==> src/sv/scs_pkg.sv <==
// Shared types, codes and constants for the scrolling seven-segment scanner.
// Used by the controller, the datapath and the top level; depends on nothing.
package scs_pkg;

    localparam int DIGITS = 4;
    // Width of a logical byte position: an 8-bit frame position plus a digit offset.
    localparam int POS_W = 9;

    typedef logic [1:0] t_kind;
    localparam t_kind KIND_TICK  = 2'd0;
    localparam t_kind KIND_PUSH  = 2'd1;
    localparam t_kind KIND_CLEAR = 2'd2;

    typedef logic [2:0] t_mode;
    localparam t_mode MODE_LOOP_ONE      = 3'd0;
    localparam t_mode MODE_LOOP_FOUR     = 3'd1;
    localparam t_mode MODE_CONSUME_ONE   = 3'd2;
    localparam t_mode MODE_CONSUME_FOUR  = 3'd3;
    localparam t_mode MODE_HOLD          = 3'd4;

    typedef logic [1:0] t_cfg_idx;
    localparam t_cfg_idx CFG_DISPLAY_MODE = 2'd0;
    localparam t_cfg_idx CFG_FRAME_REPEAT = 2'd1;

    localparam logic [7:0] FRAME_REPEAT_RESET = 8'd1;
    localparam logic [7:0] DIGIT_RESET        = 8'hFF;

    typedef enum logic [2:0] {
        ST_IDLE,
        ST_EXEC,
        ST_READ,
        ST_LAST,
        ST_EMIT
    } t_state;

    typedef struct packed {
        logic accept;
        logic exec;
        logic rd_issue;
        logic finish;
        logic emit;
    } t_ctrl_cmd;

    typedef struct packed {
        logic load_go;
        logic rd_last;
        logic out_free;
    } t_ctrl_sts;

    // Active-low digit select pattern for a scan position.
    function automatic logic [7:0] select_code(input logic [1:0] pos);
        logic [7:0] code;
        case (pos)
            2'd0: code = 8'hEE;
            2'd1: code = 8'hDD;
            2'd2: code = 8'hBB;
            default: code = 8'h77;
        endcase
        return code;
    endfunction

endpackage

==> src/sv/scs_ram.sv <==
// Generic single-write, single-read RAM with a registered read port.
// Stand-alone; no package dependencies.
module scs_ram #(
    parameter int WIDTH = 8,
    parameter int DEPTH = 128
) (
    input  logic                     i_clk,
    input  logic                     i_we,
    input  logic [$clog2(DEPTH)-1:0] i_waddr,
    input  logic [WIDTH-1:0]         i_wdata,
    input  logic [$clog2(DEPTH)-1:0] i_raddr,
    output logic [WIDTH-1:0]         o_rdata
);

    logic [WIDTH-1:0] mem [DEPTH];
    logic [WIDTH-1:0] r_rdata;

    always_ff @(posedge i_clk) begin
        if (i_we) begin
            mem[i_waddr] <= i_wdata;
        end
        r_rdata <= mem[i_raddr];
    end

    assign o_rdata = r_rdata;

endmodule

==> src/sv/scs_ctrl.sv <==
// Sequencing state machine of the scanner: accept, execute, frame read, result.
// Depends on scs_pkg for the state type and the command and status structs.
module scs_ctrl (
    input  logic                i_clk,
    input  logic                i_rst_n,
    input  logic                i_in_valid,
    input  scs_pkg::t_ctrl_sts  i_sts,
    output logic                o_in_stall,
    output scs_pkg::t_ctrl_cmd  o_cmd
);

    scs_pkg::t_state r_state;
    scs_pkg::t_state n_state;

    always_ff @(posedge i_clk) begin
        if (!i_rst_n) begin
            r_state <= scs_pkg::ST_IDLE;
        end else begin
            r_state <= n_state;
        end
    end

    always_comb begin
        n_state    = r_state;
        o_cmd      = '0;
        o_in_stall = 1'b1;
        case (r_state)
            scs_pkg::ST_IDLE: begin
                o_in_stall = 1'b0;
                if (i_in_valid) begin
                    o_cmd.accept = 1'b1;
                    n_state      = scs_pkg::ST_EXEC;
                end
            end
            scs_pkg::ST_EXEC: begin
                o_cmd.exec = 1'b1;
                n_state    = i_sts.load_go ? scs_pkg::ST_READ : scs_pkg::ST_EMIT;
            end
            scs_pkg::ST_READ: begin
                o_cmd.rd_issue = 1'b1;
                if (i_sts.rd_last) begin
                    n_state = scs_pkg::ST_LAST;
                end
            end
            scs_pkg::ST_LAST: begin
                o_cmd.finish = 1'b1;
                n_state      = scs_pkg::ST_EMIT;
            end
            scs_pkg::ST_EMIT: begin
                if (i_sts.out_free) begin
                    o_cmd.emit = 1'b1;
                    n_state    = scs_pkg::ST_IDLE;
                end
            end
            default: begin
                n_state = scs_pkg::ST_IDLE;
            end
        endcase
    end

endmodule

==> src/sv/scs_dp.sv <==
// Datapath of the scanner: scan and frame state, cache pointers, digit registers,
// frame cache RAM and the result register. Depends on scs_pkg and scs_ram.
module scs_dp #(
    parameter int CACHE_DEPTH = 128
) (
    input  logic                i_clk,
    input  logic                i_rst_n,
    input  scs_pkg::t_ctrl_cmd  i_cmd,
    output scs_pkg::t_ctrl_sts  o_sts,
    input  logic [1:0]          i_kind,
    input  logic [7:0]          i_data_byte,
    input  logic                i_cfg_we,
    input  logic [1:0]          i_cfg_index,
    input  logic [7:0]          i_cfg_data,
    input  logic                i_out_stall,
    output logic                o_out_valid,
    output logic [7:0]          o_digit_select,
    output logic [7:0]          o_segments,
    output logic [7:0]          o_cache_level,
    output logic                o_push_dropped
);

    localparam int AW = $clog2(CACHE_DEPTH);
    localparam int FW = $clog2(CACHE_DEPTH + 1);
    localparam int PW = scs_pkg::POS_W;
    localparam logic [AW:0]   DEPTH_A = (AW + 1)'(CACHE_DEPTH);
    localparam logic [FW-1:0] DEPTH_F = FW'(CACHE_DEPTH);

    // Item and configuration state.
    scs_pkg::t_kind r_kind;
    logic [7:0]     r_data;
    scs_pkg::t_mode r_mode;
    logic [7:0]     r_frame_repeat;
    logic [1:0]     r_scan;
    logic [7:0]     r_repeat;
    logic [7:0]     r_index;
    logic [7:0]     r_offset;
    logic [7:0]     r_total;
    logic [FW-1:0]  r_fill;
    logic [AW-1:0]  r_head;
    logic [7:0]     r_digit [scs_pkg::DIGITS];

    // Frame read sequencing.
    logic [7:0]     r_base;
    logic [1:0]     r_j;
    logic           r_cap_pend;
    logic [1:0]     r_cap_j;
    logic           r_cap_ok;

    // Staged result and output register.
    logic [7:0]     r_res_sel;
    logic [7:0]     r_res_seg;
    logic           r_res_drop;
    logic           r_out_valid;
    logic [7:0]     r_out_sel;
    logic [7:0]     r_out_seg;
    logic [7:0]     r_out_level;
    logic           r_out_drop;

    logic [1:0]     sp_n;
    logic           scan_wrap;
    logic [7:0]     rc_inc;
    logic           is_loop;
    logic           is_consume;
    logic           do_load;
    logic           frame_wrap;
    logic [7:0]     idx_w;
    logic [7:0]     off_w;
    logic [1:0]     res_pos;

    logic [PW-1:0]  p_raw;
    logic [PW-1:0]  p_total;
    logic [PW-1:0]  p_pos;
    logic           p_ok;
    logic [AW:0]    rd_sum;
    logic [AW-1:0]  rd_addr;
    logic [AW:0]    wr_sum;
    logic [AW-1:0]  wr_addr;
    logic           push_ok;
    logic           mem_we;
    logic [7:0]     mem_rdata;
    logic [FW-1:0]  step_f;
    logic [AW:0]    head_sum;
    logic [AW-1:0]  head_next;
    scs_pkg::t_mode cfg_mode;

    // Decode of the item being executed.
    always_comb begin
        sp_n       = r_scan + 2'd1;
        scan_wrap  = (sp_n == 2'd0);
        rc_inc     = r_repeat + 8'd1;
        is_loop    = r_mode inside {scs_pkg::MODE_LOOP_ONE, scs_pkg::MODE_LOOP_FOUR};
        is_consume = r_mode inside {scs_pkg::MODE_CONSUME_ONE, scs_pkg::MODE_CONSUME_FOUR};
        do_load    = (r_kind == scs_pkg::KIND_TICK) && scan_wrap
                  && (rc_inc == r_frame_repeat) && (is_loop || is_consume);
        frame_wrap = (r_index == r_total);
        idx_w      = frame_wrap ? 8'd0 : r_index;
        off_w      = frame_wrap ? 8'd0 : r_offset;
        res_pos    = (r_kind == scs_pkg::KIND_TICK) ? sp_n : r_scan;
        push_ok    = (r_fill < DEPTH_F);
        cfg_mode   = i_cfg_data[2:0];
    end

    // Logical byte position of the current frame read and its cache address.
    always_comb begin
        p_raw   = PW'(r_base) + PW'(r_j);
        p_total = PW'(r_total);
        if ((r_mode == scs_pkg::MODE_LOOP_ONE) && (r_total != 8'd0) && (p_raw >= p_total)) begin
            p_pos = p_raw - p_total;
        end else begin
            p_pos = p_raw;
        end
        // Bytes at or past the fill level read as zero.
        p_ok    = (p_pos < PW'(r_fill));
        rd_sum  = (AW + 1)'(r_head) + (AW + 1)'(p_pos);
        rd_addr = (rd_sum >= DEPTH_A) ? AW'(rd_sum - DEPTH_A) : AW'(rd_sum);
        wr_sum  = (AW + 1)'(r_head) + (AW + 1)'(r_fill);
        wr_addr = (wr_sum >= DEPTH_A) ? AW'(wr_sum - DEPTH_A) : AW'(wr_sum);
        step_f  = (r_mode == scs_pkg::MODE_CONSUME_FOUR) ? FW'(4) : FW'(1);
        head_sum  = (AW + 1)'(r_head) + (AW + 1)'(step_f);
        head_next = (head_sum >= DEPTH_A) ? AW'(head_sum - DEPTH_A) : AW'(head_sum);
    end

    assign mem_we = i_cmd.exec && (r_kind == scs_pkg::KIND_PUSH) && push_ok;

    scs_ram #(
        .WIDTH (8),
        .DEPTH (CACHE_DEPTH)
    ) u_cache (
        .i_clk   (i_clk),
        .i_we    (mem_we),
        .i_waddr (wr_addr),
        .i_wdata (r_data),
        .i_raddr (rd_addr),
        .o_rdata (mem_rdata)
    );

    // Control and architectural state.
    always_ff @(posedge i_clk) begin
        if (!i_rst_n) begin
            r_mode         <= scs_pkg::MODE_HOLD;
            r_frame_repeat <= scs_pkg::FRAME_REPEAT_RESET;
            r_scan         <= '0;
            r_repeat       <= '0;
            r_index        <= '0;
            r_offset       <= '0;
            r_total        <= '0;
            r_fill         <= '0;
            r_head         <= '0;
            r_j            <= '0;
            r_cap_pend     <= 1'b0;
            r_out_valid    <= 1'b0;
            for (int k = 0; k < scs_pkg::DIGITS; k++) begin
                r_digit[k] <= scs_pkg::DIGIT_RESET;
            end
        end else begin
            if (i_cfg_we) begin
                if (i_cfg_index == scs_pkg::CFG_DISPLAY_MODE) begin
                    r_mode <= cfg_mode;
                    if (cfg_mode inside {scs_pkg::MODE_LOOP_ONE, scs_pkg::MODE_LOOP_FOUR}) begin
                        r_repeat <= '0;
                        r_index  <= '0;
                        r_offset <= '0;
                        r_total  <= (cfg_mode == scs_pkg::MODE_LOOP_FOUR) ? 8'(r_fill >> 2)
                                                                          : 8'(r_fill);
                    end else if (cfg_mode inside {scs_pkg::MODE_CONSUME_ONE,
                                                  scs_pkg::MODE_CONSUME_FOUR}) begin
                        r_repeat <= '0;
                    end
                end else if (i_cfg_index == scs_pkg::CFG_FRAME_REPEAT) begin
                    r_frame_repeat <= i_cfg_data;
                end
            end

            if (i_cmd.exec) begin
                r_j <= '0;
                case (r_kind)
                    scs_pkg::KIND_TICK: begin
                        r_scan <= sp_n;
                        if (scan_wrap) begin
                            r_repeat <= do_load ? 8'd0 : rc_inc;
                        end
                        if (do_load) begin
                            if (is_loop) begin
                                r_index <= idx_w + 8'd1;
                            end else begin
                                r_index <= r_index + 8'd1;
                            end
                            if (r_mode == scs_pkg::MODE_LOOP_FOUR) begin
                                r_offset <= off_w + 8'd4;
                            end else if (r_mode == scs_pkg::MODE_LOOP_ONE) begin
                                r_offset <= idx_w;
                            end
                        end
                    end
                    scs_pkg::KIND_PUSH: begin
                        if (push_ok) begin
                            r_fill <= r_fill + FW'(1);
                        end
                    end
                    scs_pkg::KIND_CLEAR: begin
                        r_fill <= '0;
                    end
                    default: begin
                    end
                endcase
            end

            // One cache read per cycle; the data returns in the cycle after the read.
            if (i_cmd.rd_issue) begin
                r_j        <= r_j + 2'd1;
                r_cap_pend <= 1'b1;
            end else begin
                r_cap_pend <= 1'b0;
            end
            if (r_cap_pend) begin
                r_digit[r_cap_j] <= r_cap_ok ? mem_rdata : 8'd0;
            end

            if (i_cmd.finish && is_consume) begin
                r_head <= head_next;
                r_fill <= (r_fill > step_f) ? (r_fill - step_f) : '0;
            end

            if (i_cmd.emit) begin
                r_out_valid <= 1'b1;
            end else if (!i_out_stall) begin
                r_out_valid <= 1'b0;
            end
        end
    end

    // Payload registers.
    always_ff @(posedge i_clk) begin
        if (i_cmd.accept) begin
            r_kind <= i_kind;
            r_data <= i_data_byte;
        end
        if (i_cmd.exec) begin
            r_res_sel  <= scs_pkg::select_code(res_pos);
            r_res_seg  <= r_digit[res_pos];
            r_res_drop <= (r_kind == scs_pkg::KIND_PUSH) && !push_ok;
            if (r_mode == scs_pkg::MODE_LOOP_FOUR) begin
                r_base <= off_w;
            end else if (r_mode == scs_pkg::MODE_LOOP_ONE) begin
                r_base <= idx_w;
            end else begin
                r_base <= 8'd0;
            end
        end
        if (i_cmd.rd_issue) begin
            r_cap_j  <= r_j;
            r_cap_ok <= p_ok;
        end
        if (i_cmd.emit) begin
            r_out_sel   <= r_res_sel;
            r_out_seg   <= r_res_seg;
            r_out_level <= 8'(r_fill);
            r_out_drop  <= r_res_drop;
        end
    end

    assign o_sts.load_go  = do_load && (is_loop || (r_fill != '0));
    assign o_sts.rd_last  = (r_j == 2'd3);
    assign o_sts.out_free = !r_out_valid || !i_out_stall;

    assign o_out_valid    = r_out_valid;
    assign o_digit_select = r_out_sel;
    assign o_segments     = r_out_seg;
    assign o_cache_level  = r_out_level;
    assign o_push_dropped = r_out_drop;

endmodule

==> src/sv/scrolling_seven_segment_scanner_unit.sv <==
// Top level of the scrolling seven-segment scanner.
// Depends on scs_pkg, scs_ctrl, scs_dp and, through the datapath, scs_ram.
//
// Usage:
// Items arrive on the input channel (i_in_valid / o_in_stall) with fields i_kind and
// i_data_byte. A scan tick advances the digit scan, a push appends a byte to the frame
// cache and a clear empties it. Every accepted item yields exactly one result
// transaction on the output channel (o_out_valid / i_out_stall) carrying the digit
// select, the segment byte of that digit, the cache level and a dropped-push flag.
// One item is in work at a time. A push, a clear or a tick without a frame load goes
// from acceptance through the execute state to the result state; a tick that loads a
// frame passes through the read and last states in between, where the four frame
// bytes are fetched one per cycle through the single read port of the cache RAM.
// The result register sits between the block and the receiver, so
// while the receiver stalls the block may accept and execute the next item, holding
// its result until the register frees up. The configuration channel (i_cfg_valid /
// o_cfg_ready, always ready) writes display_mode (index 0) and frame_repeat (index 1)
// and must only be used while the block is idle. Reset (synchronous, active low)
// empties the cache, sets all digits to 0xFF, hold mode and a repeat of one.
module scrolling_seven_segment_scanner_unit #(
    parameter int CACHE_DEPTH = 128
) (
    input  logic       i_clk,
    input  logic       i_rst_n,
    // Item channel.
    input  logic       i_in_valid,
    output logic       o_in_stall,
    input  logic [1:0] i_kind,
    input  logic [7:0] i_data_byte,
    // Result channel.
    output logic       o_out_valid,
    input  logic       i_out_stall,
    output logic [7:0] o_digit_select,
    output logic [7:0] o_segments,
    output logic [7:0] o_cache_level,
    output logic       o_push_dropped,
    // Configuration write channel.
    input  logic       i_cfg_valid,
    output logic       o_cfg_ready,
    input  logic [1:0] i_cfg_index,
    input  logic [7:0] i_cfg_data
);

    scs_pkg::t_ctrl_cmd cmd;
    scs_pkg::t_ctrl_sts sts;

    // Register writes are applied as they arrive, so the port never pushes back.
    assign o_cfg_ready = 1'b1;

    // The controller walks each item through execute, optional frame read and result.
    scs_ctrl u_ctrl (
        .i_clk      (i_clk),
        .i_rst_n    (i_rst_n),
        .i_in_valid (i_in_valid),
        .i_sts      (sts),
        .o_in_stall (o_in_stall),
        .o_cmd      (cmd)
    );

    // The datapath holds all display, cache and result state.
    scs_dp #(
        .CACHE_DEPTH (CACHE_DEPTH)
    ) u_dp (
        .i_clk          (i_clk),
        .i_rst_n        (i_rst_n),
        .i_cmd          (cmd),
        .o_sts          (sts),
        .i_kind         (i_kind),
        .i_data_byte    (i_data_byte),
        .i_cfg_we       (i_cfg_valid && o_cfg_ready),
        .i_cfg_index    (i_cfg_index),
        .i_cfg_data     (i_cfg_data),
        .i_out_stall    (i_out_stall),
        .o_out_valid    (o_out_valid),
        .o_digit_select (o_digit_select),
        .o_segments     (o_segments),
        .o_cache_level  (o_cache_level),
        .o_push_dropped (o_push_dropped)
    );

endmodule

==> config.mk <==
export PLATFORM = sky130hd
export DESIGN_NAME = scrolling_seven_segment_scanner_unit
export DESIGN_NICKNAME = d
export VERILOG_FILES = /design/src/sv/scs_pkg.sv /design/src/sv/scs_ram.sv /design/src/sv/scs_ctrl.sv /design/src/sv/scs_dp.sv /design/src/sv/scrolling_seven_segment_scanner_unit.sv
export SDC_FILE = /design/constraint.sdc
export NUM_CORES = 1
export LEC_CHECK = 0
export BUFFER_PORTS_ARGS = -buffer_cell sky130_fd_sc_hd__buf_2
export CORE_UTILIZATION = 30
export CTS_CLUSTER_DIAMETER = 120
export DETAILED_ROUTE_END_ITERATION = 7
export PLACE_DENSITY = 0.45
export SYNTH_ARGS = -nofsm -noshare
export SYNTH_HDL_FRONTEND = slang
export SYNTH_SLANG_ARGS = --single-unit
==> constraint.sdc <==
create_clock -name i_clk -period 12.6 [get_ports i_clk]
set_input_delay 0.63 -clock i_clk [delete_from_list [all_inputs] [get_ports i_clk]]
set_output_delay 0.63 -clock i_clk [all_outputs]
set_load 0.02 [all_outputs]
# Word level (Yosys, flattened, before mapping)

Memories as Yosys holds them, arrays and structs flattened. A register that Yosys moved wholly into a read port is not among the register bits.
Cells that the tools add are included.

Equality and inequality tests: 23
$lt $le $gt $ge: 7
Bitwise operators: 1
Reductions and logical operators: 38
Add/subtract/negate cells: 16
Multiplexer cells: 68

Operators by type and width:

| operator              | count |
|---|---|
| $mux W8               | 34 |
| $add A8 B1 Y8 const B | 4 |
| $ge A8 B8 Y1 const B  | 3 |
| $pmux W8 S3           | 1 |
| $mux W7               | 3 |
| $sub A7 B1 Y7 const B | 3 |
| $eq A3 B2 Y1 const B  | 6 |
| $mux W1               | 18 |
| $add A7 B8 Y8         | 2 |
| $eq A8 B8 Y1          | 2 |
| $pmux W8 S2           | 1 |
| $reduce_bool A8 Y1    | 2 |
| $mux W3               | 5 |
| $pmux W3 S5           | 1 |
| $reduce_and A3 Y1     | 4 |
| $reduce_bool A2 Y1    | 6 |
| $logic_and A1 B1 Y1   | 10 |
| $add A8 B2 Y9         | 1 |
| $eq A3 B1 Y1 const B  | 3 |
| $ge A9 B8 Y1          | 1 |
| $logic_not A3 Y1      | 3 |
| $lt A9 B8 Y1          | 1 |
| $mux W9               | 1 |
| $sub A9 B8 Y9         | 1 |
| other kinds (20)      | 37 |

RAM bits: 1,056
Memories: 2
Word-level logic and storage cells: 179
Input bits: 25
Output and inout bits: 28
Bits in registers: 122

Memories:

| memory           | depth | width | rd ports | clocked after memory_dff | write ports | RTL line      | RTL |
|---|---|---|---|---|---|---|---|
| u_dp.u_cache.mem | 128   | 8     | 1        | 1                        | 1           | scs_ram.sv:15 | `logic [WIDTH-1:0] mem [DEPTH];` |
| u_dp.r_digit     | 4     | 8     | 1        | 1                        | 4           | scs_dp.sv:41  | `logic [7:0] r_digit [scs_pkg::DIGITS];` |

# Longest topological paths before layout

Gate-level depths: netlist (run 1).

Depth after elaboration: 10
Depth in mapped cells: 22

# Cells and area by module

A second synthesis (run 1) with hierarchy kept.

Cell total of the unflattened synthesis: 2,453
Area, all modules: 48,047.3 µm²

By module, submodules not included:

| module                               | sequential area each (µm²) | area an instance (µm²) | instances | cells each |
|---|---|---|---|---|
| scs_ram                              | 30,909.6                   | 39,665.5               | 1         | 1,635 |
| scs_dp                               | 3,893.7                    | 8,164.1                | 1         | 788 |
| scs_ctrl                             | 60.1                       | 206.4                  | 1         | 28 |
| scrolling_seven_segment_scanner_unit | 0.0                        | 11.3                   | 1         | 2 |

# Least setup slack after synthesis (run 1)

No wires, ideal clock.

Path type: register to register
From: register u_dp.r_base[0]
To: register u_dp.u_cache.r_rdata[0] (netlist: u_dp.u_cache.o_rdata[0]), read port of u_dp.u_cache.mem
Stages on the path, launching flop included: 22
Arrival: 5.497 ns
Buffers on the path: 3
Setup slack: 6.982 ns
Clock period less this slack: 5.618 ns
Required time: 12.479 ns
Library setup time: 0.121 ns
Cell sequence: edfxtp_1 -> ha_1 -> fa_1 -> nand2_1 -> nor2_1 -> xor2_1 -> ha_1 -> or3_1 -> o21ai_1 -> a311oi_2 -> o41ai_4 -> clkbuf_1 -> o21ai_0 -> ha_1 -> fa_1 -> buf_1 -> clkbuf_1 -> mux4_2 -> mux4_2 -> mux2i_1 -> mux2i_1 -> mux2_4

Word-level cells in the longest chain between the ends: 7

Ends and longest elaborated chain:

| what                                                 | RTL line      | RTL |
|---|---|---|
| start, declared                                      | scs_dp.sv:44  | `logic [7:0] r_base;` |
| start signal, assigned                               | scs_dp.sv:244 | `r_base <= off_w;` |
| start signal, assigned                               | scs_dp.sv:246 | `r_base <= idx_w;` |
| $add A8 B2 Y9 *                                      | scs_dp.sv:106 | `p_raw = PW'(r_base) + PW'(r_j);` |
| $ge A9 B8 Y1                                         | scs_dp.sv:108 | `if ((r_mode == scs_pkg::MODE_LOOP_ONE) && (r_total != 8'd0) && (p_raw >= p_total)) begin` |
| $logic_and A1 B1 Y1                                  | scs_dp.sv:108 |  |
| $mux W9 *                                            | scs_dp.sv:108 |  |
| $add A7 B8 Y8 *                                      | scs_dp.sv:115 | `rd_sum = (AW + 1)'(r_head) + (AW + 1)'(p_pos);` |
| $sub A7 B1 Y7 / $ge A8 B8 Y1 (equally long branches) | scs_dp.sv:116 | `rd_addr = (rd_sum >= DEPTH_A) ? AW'(rd_sum - DEPTH_A) : AW'(rd_sum);` |
| $mux W7 *                                            | scs_dp.sv:116 |  |
| end, declared                                        | scs_ram.sv:16 | `logic [WIDTH-1:0] r_rdata;` |

Mark *: on every way between the ends. The rest lies on a longest branch, timed or not.
A chain may end at the register's enable or synchronous reset.

# Worst setup path after layout (run 1)

From: register u_dp.r_j[0]
To: register u_dp.u_cache.r_rdata[6] (netlist: u_dp.u_cache.o_rdata[6]), read port of u_dp.u_cache.mem

Word-level cells in the longest chain between the ends: 7

Ends and longest elaborated chain:

| what                                                 | RTL line      | RTL |
|---|---|---|
| start, declared                                      | scs_dp.sv:45  | `logic [1:0] r_j;` |
| start signal, assigned                               | scs_dp.sv:211 | `r_j <= r_j + 2'd1;` |
| $add A8 B2 Y9 *                                      | scs_dp.sv:106 |  |
| $ge A9 B8 Y1                                         | scs_dp.sv:108 |  |
| $logic_and A1 B1 Y1                                  | scs_dp.sv:108 |  |
| $mux W9 *                                            | scs_dp.sv:108 |  |
| $add A7 B8 Y8 *                                      | scs_dp.sv:115 |  |
| $sub A7 B1 Y7 / $ge A8 B8 Y1 (equally long branches) | scs_dp.sv:116 |  |
| $mux W7 *                                            | scs_dp.sv:116 |  |

Marked as above.

==> flow_summary_export.csv, run 1 <==
group,metric,value,unit
synthesis,synthTopCellsByCount,"1111 x edfxtp_1, 328 x mux4_2, 181 x nor2_1",
clock_tree,cts_buffer_depth,3,
clock_tree,clock_sinks,1186,
clock_tree,postCtsHoldBufs,4,
cells_and_area,drive_gt1_share,24.1,%
synthesis,yosysMostFrequentCell,"edfxtp_1",
sta,hold_viol,0,
drt,dr.pass1.iters,5,
floorplan,die_h,403,microns
place,hpwl,74.2,mm
floorplan,initial_core_util,30.3,%
setup_path,critical_path_required,13.24,ns
drt,drc_errors,0,
synthesis,ys_seq_area_share,72.2,%
drt,dr_total_vias,23917,
global_routing,antenna_found_initial,2,
clock_tree,h-tree-depth,4,
job,max_cap_violations,0,
sta,final.min_clock_period,8.15,ns
place,place_congestion,0.759,
synthesis,async_reset_ff_share,0,%
clock_tree,cts-root-buf,"clkbuf_16",
sta,timing.final.crit_share,64.7,%
clock_tree,post_cts_resized,0,
clock_tree,cts_setup_buffers,0,
sta,setup_viol,0,
synthesis,yosys.area.top_type,"edfxtp_1",
synthesis,netlist.area_leader.share,69.1,%
clock_tree,clock_latency,0.77,ns
drt,wl,122,mm
sta,finalClockSkew,0.0303,ns
place,portBuffers,51,
power,p_seq_share,51.1,%
setup_path,cp-end-kind,"flip-flop",
setup_path,path_max_fanout,143,
global_routing,gr-total-overflow,0,
power,p_sw_share,21.7,%
cells_and_area,multi_input_area,12800,sq um
setup_path,reg2reg_slack,4.45,ns
synthesis,synth_seq_cells,1186,
setup_path,start_kind,"flip-flop",
drt,vias_per_cell,4.92,
clock_tree,cts_buffers,134,
synthesis,ys_types,69,
floorplan,die_w,403,microns
cells_and_area,fillers,14762,
floorplan,dieArea,163000,sq um
power,p_leak,17.2,nW
cells_and_area,final-seq-area,34900,sq um
power,p_switching,1.84,mW
global_routing,grt_pass1_vias,24860,
sta,tns,0,ns
floorplan,coreArea,159000,sq um
drt,routedWlPerCell,25.2,microns
synthesis,syn-instance-count,2482,
floorplan,row_count,146,
sta,max_slew_margin,12.5,%
power,irDropWorstVdd,0.130,mV
sta,worst_slew_pin_slew,1.31,ns
synthesis,synth_flop_cell,"edfxtp_1",
synthesis,synth_fp_nets,2554,
cells_and_area,area_growth,14.9,%
status,status,"complete, no violations",
clock_tree,tritoncts,"done",
setup_path,arrival,8.79,ns
synthesis,postSynthAreaPerCell,19.5,sq um
cells_and_area,nNetsFinal,2677,
sta,whs,0.0661,ns
clock_tree,clk_pin_slew,0.06,ns
power,comb_power_share,4.0,%
global_routing,grt_max_degree,144,
drt,drtIter0Drc,1904,
setup_path,crit_type,"reg2reg",
power,power_density,153,nW/um^2
synthesis,ys_warn_count,0,
drt,ant_nets,0,
floorplan,io_pins,53,
power,internal-power,6.65,mW
synthesis,synthTopCellsByArea,"edfxtp_1 69%, mux4_2 15%, dfxtp_1 3.1%",
synthesis,synth_edf_count,1111,
global_routing,grt.total_usage,15.1,%
hold_path,min_path_type,"in2reg",
sta,slew_viol_final,0,
power,clock_power_share,44.9,%
sta,rsz0062_at_grt,"no",
global_routing,grt_pass1_wl,178,mm
cells_and_area,utilization,34.9,%
synthesis,syn_area,48300,sq um
sta,fmaxAchievable,123,MHz
[critical path: stages, from the launching register on]
cell	delay (ns)
dfxtp_1	0.35
ha_1	0.25
fa_1	0.44
nand2_1	0.09
nor2_1	0.06
xor2_1	0.17
ha_1	0.25
or3_1	0.40
o21ai_1	0.14
a311oi_2	0.10
o41ai_4	0.73
o21ai_0	0.29
ha_4	0.24
fa_4	1.42
buf_12	0.68
mux4_2	0.45
mux4_2	0.54
mux2i_1	0.52
mux2i_1	0.31
mux2_4	0.34
[area by class of cell]
class / instances / area share [%]
Multi-Input combinational cell: 1145 / 23.1
Inverter: 30 / 0.203
Sequential cell: 1186 / 62.8
Antenna cell: 1 / 0.00451
Timing Repair Buffer: 108 / 1.29
Clock buffer: 172 / 6.38
Tap cell: 2146 / 4.84
Clock inverter: 69 / 1.29
[kinds of logic after synthesis]
logic type	after synthesis	synth area share, %
xor+xnor	62	1.18
compound gates	153	2.34
fa+ha+maj	47	1.28
mux	406	17.0
flops	1186	72.2
buf+inv	151	1.38
other cells	1	0.00777
simple gates	476	4.58
[cell usage in the layout, fill, tap and decap left out, drive strengths merged, types with 32 or more instances in the layout]
cell    synthesis  routed
edfxtp       1111    1111
dfxtp          75      75
inv            30      38
nand3          55      55
clkinv          0      50
nand2         108     108
mux2i          67      67
mux4          328     328
clkbuf         73     172
nor2b          32      32
xnor2          42      42
buf            48     104
ha             43      43
nor2          181     181
[sequential cells by signal, summed over array words and instances, names as in the netlist, 2 cells and up]
register / cells
u_dp.r_res_seg: 8
u_dp.r_scan: 2
u_dp.r_kind: 2
u_dp.r_offset: 8
u_dp.r_data: 8
u_dp.o_segments: 8
u_dp.r_res_sel: 4
u_dp.r_repeat: 8
u_dp.r_fill: 8
u_dp.r_j: 2
u_dp.r_mode: 3
u_dp.o_cache_level: 8
u_ctrl.r_state: 3
u_dp.r_total: 8
u_dp.r_frame_repeat: 8
u_dp.r_base: 8
u_dp.o_digit_select: 4
u_dp.r_cap_j: 2
u_dp.r_digit: 32
u_dp.r_head: 7
u_dp.u_cache.mem: 1024
u_dp.u_cache.o_rdata: 8
u_dp.r_index: 8
[power by group through the flow]
stage	clock network, mW	registers [mW]	logic, mW
finish	3.81	4.34	0.338
detailed placement	0	4.42	0.348
global placement	0	4.42	0.340
global route	4.05	4.34	0.366
floorplan	0	4.45	0.190
CTS	3.91	4.34	0.349
[final timing paths]
check / cells past startpoint / startpoint / to
worst max-delay path: 19 / u_dp.r_j[0]$_SDFFE_PN0P_ / u_dp.u_cache.o_rdata[6]$_DFF_P_
worst min-delay path: 1 / i_data_byte[2] / u_dp.r_data[2]$_DFFE_PP_
worst max register to register: 19 / u_dp.r_j[0]$_SDFFE_PN0P_ / u_dp.u_cache.o_rdata[6]$_DFF_P_
worst min register to register: 0 / u_dp.r_res_seg[7]$_DFFE_PP_ / u_dp.o_segments[7]$_DFFE_PP_
[stage by stage]
step	power [mW]	cells	instance area [sq um]	setup WS, ns
after floorplan	4.64	2482	48300	6.98
after global placement	4.76	4611	51200	4.44
after detailed placement	4.77	4611	51200	4.37
after CTS	8.60	4856	55500	4.34
after global routing	8.76	4856	55500	4.09
final	8.49	4857	55500	4.45
[per-layer routing]
metal / global-route usage (%) / up-vias / wire, microns
li1: - / 10377 / -
met1: 20.5 / 12739 / 54100
met2: 25.0 / 655 / 60000
met3: 2.63 / 146 / 5800
met4: 4.27 / 0 / 2500
met5: 0 / - / 0
No activity file was read; power rests on OpenSTA's default activity.
==> run 2, diff against run 1 <==
==> constraint.sdc (replaced) <==
create_clock -name i_clk -period 7.6 [get_ports i_clk]
set_input_delay 0.38 -clock i_clk [delete_from_list [all_inputs] [get_ports i_clk]]
set_output_delay 0.38 -clock i_clk [all_outputs]
set_load 0.02 [all_outputs]
==> flow_summary_export.csv, run 2 (synthesis gave the netlist of run 1 again) <==
group,metric,value,unit
job,max_cap_violations,0,
power,power_density,254,nW/um^2
cells_and_area,top_regs,"u_dp.u_cache.mem (1024), u_dp.r_digit (32)",
setup_path,path_buf_inv,3,
global_routing,use_met3,2.94,%
drt,wl,124,mm
floorplan,die_h,403,microns
setup_path,arrival,7.37,ns
sta,setup_viol,0,
clock_tree,cts_buffer_depth,3,
cells_and_area,layout_commonest_cell,"edfxtp_1",
global_routing,gr-total-overflow,0,
hold_path,min_path_type,"in2reg",
floorplan,die_w,403,microns
sta,final.min_clock_period,6.73,ns
global_routing,grt_pass1_vias,25210,
power,comb_power_share,4.1,%
clock_tree,cts_buffers,135,
setup_path,cp-end-kind,"flip-flop",
setup_path,cp_slowest_stage_delay,0.93,ns
floorplan,initial_core_util,30.3,%
global_routing,grt_pass1_wl,180,mm
sta,tns,0,ns
clock_tree,h-tree-depth,4,
drt,vias_per_cell,4.90,
setup_path,reg2reg_slack,0.87,ns
clock_tree,cts-root-buf,"clkbuf_16",
setup_path,start_kind,"flip-flop",
place,hpwl,75.6,mm
power,p_seq_share,50.8,%
global_routing,grt_use_met1,20.5,%
global_routing,grtUsageMet2,25.0,%
power,p_switching,3.06,mW
cells_and_area,diodes,0,
power,power,14.2,mW
place,portBuffers,51,
cells_and_area,drive_gt1_share,24.2,%
sta,finalClockSkew,0.0243,ns
hold_path,min_from,"i_rst_n",
power,clock_power_share,45.1,%
clock_tree,clock_sinks,1186,
power,internal-power,11.1,mW
global_routing,globalRoute.busiestLayer,"met2",
cells_and_area,fillers,14792,
setup_path,critical_path_required,8.24,ns
hold_path,whs_endpoint,"u_dp.r_mode[2]$_SDFFE_PN1P_",
sta,max_slew_margin,9.24,%
drt,drc_errors,0,
global_routing,grt.total_usage,15.3,%
sta,rsz0062_at_grt,"no",
sta,hold_viol,0,
drt,dr_total_vias,23958,
setup_path,worstRegToRegCells,21,
global_routing,antenna_found_initial,4,
cells_and_area,final-seq-area,34900,sq um
setup_path,path_max_fanout,44,
cells_and_area,area_growth,15.8,%
clock_tree,post_cts_resized,0,
setup_path,rr_startpoint,"u_dp.r_j[0]$_SDFFE_PN0P_",
sta,fmaxAchievable,149,MHz
setup_path,path_delay_family,"adder cells",
floorplan,io_pins,53,
cells_and_area,top_register,"u_dp.u_cache.mem",
power,irDropWorstVdd,0.256,mV
cells_and_area,utilization,35.1,%
drt,dr.pass1.iters,5,
drt,drtIter0Drc,1982,
setup_path,crit_path_cell_trace,"ha_1, fa_1, nand2_1, nor2_1, xor2_1, ha_1, or3_1, o21ai_1, a311oi_2, o41ai_4, buf_4, o21ai_0, ha_4, fa_4, buf_12, buf_12, mux4_2, mux4_2, mux2i_1, mux2i_1, mux2_4",
clock_tree,clk_pin_slew,0.06,ns
place,place_congestion,0.769,
drt,routedWlPerCell,25.3,microns
drt,ant_nets,0,
clock_tree,tritoncts,"done",
cells_and_area,final_cell_mix,"1111 x edfxtp_1, 328 x mux4_2, 181 x nor2_1, 137 x clkbuf_16, 104 x nand2_1",
sta,slew_viol_final,0,
power,p_leak,17.4,nW
global_routing,grt_max_degree,97,
clock_tree,clock_latency,0.77,ns
floorplan,coreArea,159000,sq um
setup_path,crit_type,"reg2reg",
hold_path,whs_path_depth,2,
sta,timing.final.crit_share,88.5,%
power,p_sw_share,21.6,%
sta,worst_slew_pin_slew,1.32,ns
cells_and_area,largest_reg_flops,1024,
setup_path,worstReg2RegEnd,"u_dp.u_cache.o_rdata[0]$_DFF_P_",
cells_and_area,nNetsFinal,2704,
cells_and_area,multi_input_area,12800,sq um
floorplan,row_count,146,
setup_path,crit_slowest_cell,"fa_4",
status,status,"complete, no violations",
floorplan,dieArea,163000,sq um
-- run 2: cell count changes in the layout (fill, tap and decap cells not counted), sizes merged --
cell / change
dlygate4sd3: +19
inv: -3
bufinv: +1
clkinv: +6
diode: -1
buf: +7
clkinvlp: +1
clkbuf: +1
-- run 2: through the flow --
| stage | cell area, sq um | worst slack, ns | hold slack (ns) | cells |
|---|---|---|---|---|
| 3_5_place_dp | 51300 | 0.805 | 0.405 | 4618 |
| 2_1_floorplan | 48300 | 1.98 | 0.400 | 2482 |
| 5_1_grt | 55900 | 0.613 | 0.0531 | 4888 |
| 4_1_cts | 55900 | 0.803 | 0.000419 | 4888 |
| 3_3_place_gp | 51300 | 0.734 | 0.401 | 4618 |
| 6_report | 55900 | 0.873 | 0.0609 | 4888 |
-- run 2: worst register-to-register path: stages, from the launching register on --
cell      delay (ns)
dfxtp_1         0.34
ha_1            0.24
fa_1            0.43
nand2_1         0.10
nor2_1          0.08
xor2_1          0.17
ha_1            0.25
or3_1           0.41
o21ai_1         0.16
a311oi_2        0.11
o41ai_4         0.23
buf_4           0.25
o21ai_0         0.17
ha_4            0.21
fa_4            0.93
buf_12          0.27
buf_12          0.35
mux4_2          0.40
mux4_2          0.52
mux2i_1         0.56
mux2i_1         0.17
mux2_4          0.28
-- run 2: power by group through the flow --
stage | clock network (mW) | logic (mW) | registers (mW)
after detailed placement | 0 | 0.589 | 7.33
after global routing | 6.80 | 0.627 | 7.20
after global placement | 0 | 0.576 | 7.33
after floorplan | 0 | 0.314 | 7.38
final | 6.40 | 0.582 | 7.20
after CTS | 6.55 | 0.599 | 7.20
-- run 2: repair_timing --
item / in CTS / in global routing
setup buffers: 0 / 0
setup endpoints to repair: 0 / 0
hold buffers: 23 / 0
hold endpoints to repair: 26 / 0
-- run 2: routing by layer --
| metal | up-vias | part of all wire (%) |
|---|---|---|
| li1 | 10388 | - |
| met1 | 12729 | 44 |
| met2 | 669 | 48 |
| met3 | 172 | 4.9 |
| met4 | 0 | 2.4 |
| met5 | - | 0 |
-- run 2: cell type report --
type                    instances  share of cell area, %
inverters                      30                  0.201
multi-input cells            1145                   23.0
repair buffers                134                   1.90
well taps                    2146                   4.80
flip-flops and latches       1186                   62.3
clock inverters                74                   1.34
clock buffers                 173                   6.46
-- run 2: worst max-delay path by stage --
stage | startpoint | endpoint | slack, ns | depth (start not counted)
after CTS | u_dp.r_base[0]$_DFFE_PP_ | u_dp.u_cache.o_rdata[0]$_DFF_P_ | 0.80 | 21
after global placement | u_dp.r_base[0]$_DFFE_PP_ | u_dp.u_cache.o_rdata[0]$_DFF_P_ | 0.73 | 21
after detailed placement | u_dp.r_base[0]$_DFFE_PP_ | u_dp.u_cache.o_rdata[0]$_DFF_P_ | 0.80 | 21
after global routing | u_dp.r_j[0]$_SDFFE_PN0P_ | u_dp.u_cache.o_rdata[0]$_DFF_P_ | 0.61 | 21
final | u_dp.r_j[0]$_SDFFE_PN0P_ | u_dp.u_cache.o_rdata[0]$_DFF_P_ | 0.87 | 21
after floorplan | u_dp.r_base[0]$_DFFE_PP_ | u_dp.u_cache.o_rdata[0]$_DFF_P_ | 1.98 | 21
